--- config.mk ---
export PLATFORM = sky130hd
export DESIGN_NAME = knb_kiss_unit
export DESIGN_NICKNAME = d
export VERILOG_FILES = /design/src/sv/knb_pkg.sv /design/src/sv/knb_kiss_unit.sv
export SDC_FILE = /design/constraint.sdc
export NUM_CORES = 1
export LEC_CHECK = 0
export ABC_CLOCK_PERIOD_IN_PS = 20200
export BUFFER_PORTS_ARGS = -buffer_cell sky130_fd_sc_hd__buf_2
export CAP_MARGIN = 5
export CORE_ASPECT_RATIO = 2
export CORE_MARGIN = 8
export CORE_UTILIZATION = 60
export DETAILED_ROUTE_END_ITERATION = 8
export GPL_TIMING_DRIVEN = 0
export PLACE_DENSITY = 0.95
export SYNTH_ARGS = -nofsm -noshare
export SYNTH_HDL_FRONTEND = slang
export SYNTH_SLANG_ARGS = --single-unit
--- constraint.sdc ---
create_clock -name clk -period 20.2 [get_ports clk]
set_input_delay 4.04 -clock clk [delete_from_list [all_inputs] [get_ports clk]]
set_output_delay 4.04 -clock clk [all_outputs]
set_load 0.01 [all_outputs]
--- src/sv/knb_pkg.sv ---
// ----------------------------------------------------------------------------
// knb_pkg
// Shared types, codes and constants of the per-site noise generator bank.
// ----------------------------------------------------------------------------
package knb_pkg;

	// command codes
	localparam logic [1:0] CMD_SEED     = 2'd0;
	localparam logic [1:0] CMD_DISCRETE = 2'd1;
	localparam logic [1:0] CMD_UNIFORM  = 2'd2;

	// register indexes
	localparam logic REG_MASTER_SEED   = 1'b0;
	localparam logic REG_DEVIATE_COUNT = 1'b1;

	localparam logic [30:0] MASTER_SEED_RESET   = 31'd0;
	localparam logic [3:0]  DEVIATE_COUNT_RESET = 4'd10;

	// generator constants
	localparam logic [31:0] DEFAULT_SEED = 32'd13;
	localparam logic [31:0] SEED_Y       = 32'd12953;
	localparam logic [31:0] SEED_Z       = 32'd712357;
	localparam logic [31:0] SEED_W       = 32'd22383979;
	localparam logic [16:0] LCG_MUL      = 17'd69069;
	localparam logic [31:0] LCG_ADD      = 32'd1234567;
	localparam logic [16:0] MWCH_MUL     = 17'd36969;
	localparam logic [16:0] MWCL_MUL     = 17'd18000;

	// operations of the shared step unit
	typedef enum logic [2:0] {
		OP_NONE,
		OP_LOAD,
		OP_LCG,
		OP_MWCH,
		OP_MWCL
	} knb_op_t;

	typedef enum logic [3:0] {
		ST_IDLE,
		ST_READ,
		ST_LOAD,
		ST_LCG,
		ST_MWCH,
		ST_MWCL,
		ST_OUT,
		ST_WRITE,
		ST_EMIT
	} knb_state_t;

	// one generator state, as held per site
	typedef struct packed {
		logic [31:0] lcg;
		logic [31:0] xsh;
		logic [31:0] mwch;
		logic [31:0] mwcl;
	} knb_kiss_t;

	// control from the sequencer to the step unit
	typedef struct packed {
		knb_op_t   op;
		knb_kiss_t ld;
	} knb_unit_ctl_t;

	// three-bit code to Q2.14 deviate
	function automatic logic signed [15:0] knb_dev_value(input logic [2:0] code);
		logic signed [15:0] v;
		case (code)
			3'd0: v = -16'sd30274;
			3'd1: v = -16'sd12540;
			3'd6: v = 16'sd12540;
			3'd7: v = 16'sd30274;
			default: v = 16'sd0;
		endcase
		return v;
	endfunction

endpackage

--- src/sv/knb_kiss_unit.sv ---
// ----------------------------------------------------------------------------
// knb_kiss_unit
// Generator state register with one shared constant multiply-add, stepped
// through the three product terms of a generator step one per cycle.
// ----------------------------------------------------------------------------
module knb_kiss_unit
	import knb_pkg::*;
(
	input  logic          clk,
	input  knb_unit_ctl_t ctl,
	output knb_kiss_t     st,
	output logic [31:0]   word
);

	knb_kiss_t   st_q;
	logic [31:0] mul_a;
	logic [16:0] mul_k;
	logic [31:0] mul_c;
	logic [48:0] prod;
	logic [31:0] mac;
	logic [31:0] xs_a;
	logic [31:0] xs_b;
	logic [31:0] xs_next;

	// operand selection for the shared multiplier
	always_comb begin
		mul_a = st_q.lcg;
		mul_k = LCG_MUL;
		mul_c = LCG_ADD;
		case (ctl.op)
			OP_MWCH: begin
				mul_a = {16'd0, st_q.mwch[15:0]};
				mul_k = MWCH_MUL;
				mul_c = {16'd0, st_q.mwch[31:16]};
			end
			OP_MWCL: begin
				mul_a = {16'd0, st_q.mwcl[15:0]};
				mul_k = MWCL_MUL;
				mul_c = {16'd0, st_q.mwcl[31:16]};
			end
			default: begin
				mul_a = st_q.lcg;
				mul_k = LCG_MUL;
				mul_c = LCG_ADD;
			end
		endcase
	end

	assign prod = mul_a * mul_k;
	assign mac  = prod[31:0] + mul_c;

	assign xs_a    = st_q.xsh ^ (st_q.xsh << 17);
	assign xs_b    = xs_a ^ (xs_a >> 13);
	assign xs_next = xs_b ^ (xs_b << 5);

	always_ff @(posedge clk) begin
		case (ctl.op)
			OP_LOAD: st_q <= ctl.ld;
			OP_LCG:  st_q.lcg <= mac;
			OP_MWCH: st_q.mwch <= mac;
			OP_MWCL: begin
				st_q.mwcl <= mac;
				st_q.xsh  <= xs_next;
			end
			default: st_q <= st_q;
		endcase
	end

	assign st   = st_q;
	assign word = st_q.xsh + (st_q.lcg ^ ({st_q.mwch[15:0], 16'd0} + st_q.mwcl));

endmodule

==> insert_results.sql, run 1 <==
INSERT INTO impl_metrics (metric_group, metric, value, unit) VALUES
('yosys', 'per_instance_average_area_after_synthesis', '9.44', 'µm²'),
('cts', 'cts.hold.buffers_added', '0', ''),
('cts', 'cts-resized-gates', '0', ''),
('finish', 'final_nets', '2926', ''),
('setup_path', 'r2r_slack', '12.29', 'ns'),
('timing', 'finalMaxSlewViolations', '0', ''),
('finish', 'most_frequent_standard_cell_in_the_layout_excluding_fill_and_tap_cells', 'inv_1', ''),
('timing', 'finalCritPeriodShare', '0.658', ''),
('setup_path', 'crit_arrival', '13.47', 'ns'),
('global_routing', 'grt_first_pass_wirelength', '107', 'mm'),
('timing', 'layout_min_cycle_time', '13.29', 'ns'),
('floorplan', 'pin_count', '292', ''),
('finish', 'area_delta_synth_final', '14.6', '%'),
('yosys', 'synthDominantAreaCellType', 'fa_1', ''),
('floorplan', 'placementRows', '92', ''),
('global_routing', 'grt_antenna_before_repair', '3', ''),
('cts', 'clock_tree.buffer_depth', '2', ''),
('cts', 'tritoncts', 'done', ''),
('yosys', 'synth.yosys.warnings', '0', ''),
('cts', 'cts_setup_buffers', '0', ''),
('yosys', 'mappedNetlistArea', '18900', 'µm²'),
('run', 'cap_violations', '0', ''),
('place', 'placement.io_buffers', '290', ''),
('cts', 'cts-root-buf', 'clkbuf_16', ''),
('setup_path', 'cp_common_cell', 'fa_1', ''),
('place', 'hpwlAfterDp', '61.1', 'mm'),
('setup_path', 'crit_required', '20.37', 'ns'),
('yosys', 'synth_edf_count', '128', ''),
('floorplan', 'die_w', '141', 'µm'),
('finish', 'mostFrequentLayoutCells', 'inv_1 (460), fa_1 (291), buf_2 (290)', ''),
('yosys', 'post_synth_main_area_contributors', 'fa_1 (31%), edfxtp_1 (20%), ha_1 (11%), inv_1 (9.1%), xnor2_1 (5.5%)', ''),
('drt', 'num_vias', '16494', ''),
('cts', 'cts_inserted_buffers', '17', ''),
('timing', 'final.setup_skew', '0.0133', 'ns'),
('finish', 'largest_register_ffs', '128', ''),
('drt', 'drtAntennaViolNets', '0', ''),
('floorplan', 'floorplan.initialDensity', '0.604', ''),
('global_routing', 'grt.overflow.total', '0', ''),
('timing', 'timing.setup.tns', '0', 'ns'),
('yosys', 'yosys_most_used_dff', 'edfxtp_1', ''),
('timing', 'slew_headroom', '0.292', ''),
('setup_path', 'cp_max_stage_delay', '0.77', 'ns'),
('global_routing', 'grt_max_degree', '24', ''),
('floorplan', 'floorplan.die_area', '37800', 'µm²'),
('place', 'gp_congestion', '1.01', ''),
('timing', 'report.final.setup_viol', '0', ''),
('timing', 'max_freq', '0.0752', 'GHz'),
('drt', 'drt-initial-drc-count', '1582', ''),
('cts', 'cts-htree-levels', '4', ''),
('cts', 'cts.reportedPaths.clkPinSlew', '0.07', 'ns'),
('setup_path', 'setup.worst_path.start_class', 'input pin', ''),
('timing', 'tightestPinTransition', '1.06', 'ns'),
('floorplan', 'die_h', '267', 'µm'),
('yosys', 'flip_flop_and_latch_count_after_synthesis', '128', ''),
('finish', 'share_of_post_route_cells_with_drive_strength_above_1', '0.144', ''),
('setup_path', 'critPathSlowestCell', 'clkbuf_1', ''),
('global_routing', 'overall_global_routing_usage', '0.390', ''),
('floorplan', 'floorplan.core_area', '31300', 'µm²'),
('yosys', 'async_flop_share', '0', ''),
('yosys', 'synth-seq-area-share', '0.203', ''),
('drt', 'drt_pre_antenna_iters', '6', ''),
('cts', 'clk-insertion-delay-late', '0.45', 'ns'),
('global_routing', 'first_global_vias', '18209', ''),
('setup_path', 'crit_fanout', '10', ''),
('cts', 'numClockSinks', '128', ''),
('worst_hold_path', 'worst_hold_path_type', 'reg -> reg', ''),
('drt', 'routed_wl', '71.2', 'mm'),
('yosys', 'synth_cells', '2002', ''),
('setup_path', 'worst-setup-path-type', 'in -> reg', ''),
('drt', 'drcViolationCount', '0', ''),
('yosys', 'synth.lib_cells_used.distinct', '56', ''),
('yosys', 'synth_top_cell_area_share', '0.308', ''),
('outcome', 'outcome', 'finished clean', ''),
('timing', 'hold_viol', '0', ''),
('drt', 'route.detailed.wl_per_inst', '25.6', 'µm'),
('setup_path', 'endpoint_kind', 'register', ''),
('drt', 'post_dr_vias_cell', '5.93', ''),
('timing', 'rsz_0062_raised_after_global_routing', 'false', '');
## synthesized netlist by cell type (2+ instances only)
master / number
a41o_1: 2
a2111o_1: 2
edfxtp_1: 128
o21ai_1: 22
xor2_1: 68
nand3_1: 12
inv_1: 460
a21o_1: 31
a22o_1: 7
or2_2: 5
a31o_1: 3
conb_1: 2
xnor2_1: 119
and2_1: 8
fa_1: 291
nor2b_1: 5
o31ai_1: 2
a221o_1: 2
nand2b_1: 12
a21oi_1: 53
a211oi_1: 5
or3_1: 4
clkbuf_1: 41
nand4_1: 4
o211ai_1: 9
nor3b_1: 2
or4_1: 3
o31a_1: 3
a31oi_1: 4
a21oi_2: 2
a22oi_1: 10
and3_1: 18
o21ai_0: 111
nor2_1: 66
buf_1: 2
ha_1: 159
o21bai_1: 9
a211o_1: 4
nor3_1: 13
o21a_1: 7
nand2_1: 277
## path summary, 6_finish.rpt
path,start,to,cells after the start
worst max-delay path,ctl[128],st[127]$_DFFE_PP_,29
worst max register to register,st[109]$_DFFE_PP_,st[127]$_DFFE_PP_,26
worst min register to register,st[80]$_DFFE_PP_,st[67]$_DFFE_PP_,2
worst min-delay path,st[80]$_DFFE_PP_,st[67]$_DFFE_PP_,2
## through the flow
step,utilization,worst slack (ns),area [µm²],cells,hold WS [ns]
2_1_floorplan,-,8.96,19000,2031,0.788
3_3_place_gp,0.670,6.70,21000,2744,0.822
3_5_place_dp,0.674,6.52,21100,2748,0.806
4_1_cts,0.691,7.00,21600,2780,0.825
5_1_grt,0.691,6.60,21600,2780,0.893
6_report,0.692,6.91,21700,2783,0.841
## metal layers
| layer | vias up | global-route usage | wire length [µm] |
|---|---|---|---|
| met1 | 7881 | 0.431 | 23500 |
| met2 | 1294 | 0.630 | 33000 |
| met5 | - | 0 | 13 |
| met3 | 374 | 0.0949 | 7820 |
| li1 | 6943 | - | - |
| met4 | 2 | 0.319 | 6840 |
## kinds of logic after synthesis
logic type / after synthesis / synth area share
other: 2 / 0.000397
buffers and inverters: 503 / 0.0999
adder cells (fa/ha/maj): 450 / 0.414
flip-flops: 128 / 0.203
XOR/XNOR: 187 / 0.0867
multiplexers: 1 / 0.000530
AND/OR/NAND/NOR: 433 / 0.0973
AO/OA/AOI/OAI: 298 / 0.0984
## critical path, delay by kind of cell
kind                     cells  cell delay, ns
AO/OA/AOI/OAI                5            1.30
XOR/XNOR                     2            0.69
buffers and inverters        9            1.97
adder cells (fa/ha/maj)      7            3.63
AND/OR/NAND/NOR              6            1.79
## final cells by class
| type | instances | area [µm²] |
|---|---|---|
| well taps | 423 | 529 |
| plain buffers | 43 | 161 |
| inverters | 460 | 1730 |
| clock inverters | 13 | 109 |
| repair buffers | 294 | 1550 |
| multi-input cells | 1400 | 13300 |
| clock buffers | 19 | 433 |
| fillers | 2423 | 9650 |
| diodes | 3 | 7.51 |
| flip-flops and latches | 128 | 3840 |
Power of run 1 is not shown: default switching activity piles up to over one toggle a cycle in this logic, so the estimate is an artifact.
==> run 2, diff against run 1 <==
--- a/config.mk
+++ b/config.mk
@@ -5,15 +5,15 @@
 export SDC_FILE = /design/constraint.sdc
 export NUM_CORES = 1
 export LEC_CHECK = 0
-export ABC_CLOCK_PERIOD_IN_PS = 20200
+export ABC_CLOCK_PERIOD_IN_PS = 10800
 export BUFFER_PORTS_ARGS = -buffer_cell sky130_fd_sc_hd__buf_2
 export CAP_MARGIN = 5
 export CORE_ASPECT_RATIO = 2
 export CORE_MARGIN = 8
-export CORE_UTILIZATION = 60
+export CORE_UTILIZATION = 54
 export DETAILED_ROUTE_END_ITERATION = 8
 export GPL_TIMING_DRIVEN = 0
-export PLACE_DENSITY = 0.95
+export PLACE_DENSITY = 0.9
 export SYNTH_ARGS = -nofsm -noshare
 export SYNTH_HDL_FRONTEND = slang
 export SYNTH_SLANG_ARGS = --single-unit
==> constraint.sdc (replaced) <==
create_clock -name clk -period 10.8 [get_ports clk]
set_input_delay 2.16 -clock clk [delete_from_list [all_inputs] [get_ports clk]]
set_output_delay 2.16 -clock clk [all_outputs]
set_load 0.01 [all_outputs]
==> run 2 against run 1 <==
- cell count is 0.68% higher
- global-route usage shrank 5.7 points
- routed wire length fell by 4.1%
- worst hold slack improved by 0.040 ns
- critical path type unchanged
- critical endpoint unchanged
==> insert_results.sql, run 2 (synthesis results as in run 1) <==
INSERT INTO impl_metrics (metric_group, metric, value, unit) VALUES
('outcome', 'outcome', 'finished clean', ''),
('drt', 'drcViolationCount', '0', ''),
('cts', 'cts-htree-levels', '4', ''),
('floorplan', 'pin_count', '292', ''),
('finish', 'area_delta_synth_final', '15.0', '%'),
('global_routing', 'grt_max_degree', '33', ''),
('place', 'gp_congestion', '1.04', ''),
('drt', 'route.detailed.wl_per_inst', '24.4', 'µm'),
('cts', 'cts_setup_buffers', '0', ''),
('global_routing', 'grt_antenna_before_repair', '0', ''),
('cts', 'tritoncts', 'done', ''),
('finish', 'antenna-diode-count', '0', ''),
('drt', 'drt-initial-drc-count', '1587', ''),
('cts', 'cts-resized-gates', '3', ''),
('drt', 'routed_wl', '68.3', 'mm'),
('global_routing', 'grt_first_pass_wirelength', '102', 'mm'),
('finish', 'most_frequent_standard_cell_in_the_layout_excluding_fill_and_tap_cells', 'inv_1', ''),
('drt', 'drt_pre_antenna_iters', '6', ''),
('cts', 'numClockSinks', '128', ''),
('timing', 'max_freq', '0.0952', 'GHz'),
('finish', 'share_of_post_route_cells_with_drive_strength_above_1', '0.147', ''),
('floorplan', 'die_w', '148', 'µm'),
('finish', 'area_of_combinational_cells_with_multiple_inputs', '13300', 'µm²'),
('global_routing', 'first_global_vias', '17292', ''),
('setup_path', 'crit_fanout', '10', ''),
('finish', 'largest_register_ffs', '128', ''),
('finish', 'final_nets', '2926', ''),
('setup_path', 'crit_required', '10.97', 'ns'),
('timing', 'report.final.setup_viol', '0', ''),
('run', 'cap_violations', '0', ''),
('timing', 'finalCritPeriodShare', '0.973', ''),
('drt', 'num_vias', '16176', ''),
('cts', 'cts-root-buf', 'clkbuf_16', ''),
('finish', 'mostFrequentLayoutCells', 'inv_1 (460), fa_1 (291), buf_2 (290)', ''),
('place', 'placed_cells', '2770', ''),
('cts', 'cts_inserted_buffers', '17', ''),
('timing', 'rsz_0062_raised_after_global_routing', 'false', ''),
('setup_path', 'endpoint_kind', 'register', ''),
('global_routing', 'grt.overflow.total', '0', ''),
('floorplan', 'floorplan.core_area', '34700', 'µm²'),
('setup_path', 'worst-setup-path-type', 'in -> reg', ''),
('place', 'placement.io_buffers', '290', ''),
('setup_path', 'critPathSlowestCell', 'clkbuf_1', ''),
('floorplan', 'die_h', '281', 'µm'),
('setup_path', 'crit_arrival', '10.68', 'ns'),
('setup_path', 'cp_common_cell', 'fa_1', ''),
('drt', 'post_dr_vias_cell', '5.77', ''),
('cts', 'cts.hold.buffers_added', '0', ''),
('timing', 'layout_min_cycle_time', '10.51', 'ns'),
('floorplan', 'floorplan.die_area', '41600', 'µm²'),
('finish', 'stdcell_count', '2802', ''),
('finish', 'fillerInstances', '2863', ''),
('place', 'hpwlAfterDp', '58.3', 'mm'),
('timing', 'finalMaxSlewViolations', '0', ''),
('cts', 'clock_tree.buffer_depth', '2', ''),
('worst_hold_path', 'worst_hold_path_type', 'reg -> reg', ''),
('setup_path', 'cp_max_stage_delay', '0.62', 'ns'),
('timing', 'tightestPinTransition', '1.05', 'ns'),
('floorplan', 'floorplan.initialDensity', '0.544', ''),
('timing', 'slew_headroom', '0.302', ''),
('timing', 'hold_viol', '0', ''),
('cts', 'cts.reportedPaths.clkPinSlew', '0.07', 'ns'),
('finish', 'layout.area.seq', '3840', 'µm²'),
('setup_path', 'setup.worst_path.start_class', 'input pin', ''),
('cts', 'clk-insertion-delay-late', '0.44', 'ns'),
('timing', 'final.setup_skew', '0.0126', 'ns'),
('global_routing', 'overall_global_routing_usage', '0.333', ''),
('floorplan', 'placementRows', '97', ''),
('drt', 'drtAntennaViolNets', '0', '');
run 2: cell count changes in the layout (fill, tap and decap cells not counted), moves of 2 or more:
cell,change
clkbuf_1,-3
clkinv_4,-3
diode_2,-3
inv_8,+3
nor2_1,-2
run 2: path summary, 6_finish.rpt:
kind,from,to,slack [ns],cells past startpoint
max,ctl[128],st[127]$_DFFE_PP_,0.29,29
min,st[80]$_DFFE_PP_,st[67]$_DFFE_PP_,0.88,2
max reg2reg,st[109]$_DFFE_PP_,st[127]$_DFFE_PP_,3.06,26
min reg2reg,st[80]$_DFFE_PP_,st[67]$_DFFE_PP_,0.88,2
run 2: layer usage:
metal / wire (µm) / up-vias / share of wire / global-route usage
met5: 0 / - / 0 / 0
met4: 5450 / 0 / 0.080 / 0.219
met3: 7860 / 292 / 0.12 / 0.0745
met2: 32000 / 1181 / 0.47 / 0.544
met1: 22900 / 7760 / 0.34 / 0.387
li1: - / 6943 / - / -
run 2: layout make-up:
type                            count  share of cell area
Multi-Input combinational cell   1400               0.613
Sequential cell                   128               0.177
Inverter                          460              0.0794
Timing Repair Buffer              294              0.0711
Tap cell                          445              0.0256
Clock buffer                       17              0.0196
Buffer                             43             0.00748
Clock inverter                     15             0.00697
run 2: stage by stage:
step	instance area (µm²)	setup TNS (ns)	worst slack [ns]	utilization	hold WS, ns
after CTS	21700	0	0.0161	0.626	0.866
after global routing	21700	0	0.0900	0.626	0.901
final	21700	0	0.291	0.626	0.881
after detailed placement	21100	-12.17	-0.918	0.609	0.844
after floorplan	19000	0	1.44	-	0.788
after global placement	21000	-7.69	-0.726	0.605	0.813
run 2: worst max-delay path, delay by kind of cell:
family / cells / cell delay, ns
buf+inv: 8 / 1.57
xor+xnor: 2 / 0.54
compound gates: 5 / 1.16
simple gates: 7 / 1.81
fa+ha+maj: 7 / 3.42
Power of run 2 is left out for the same reason.
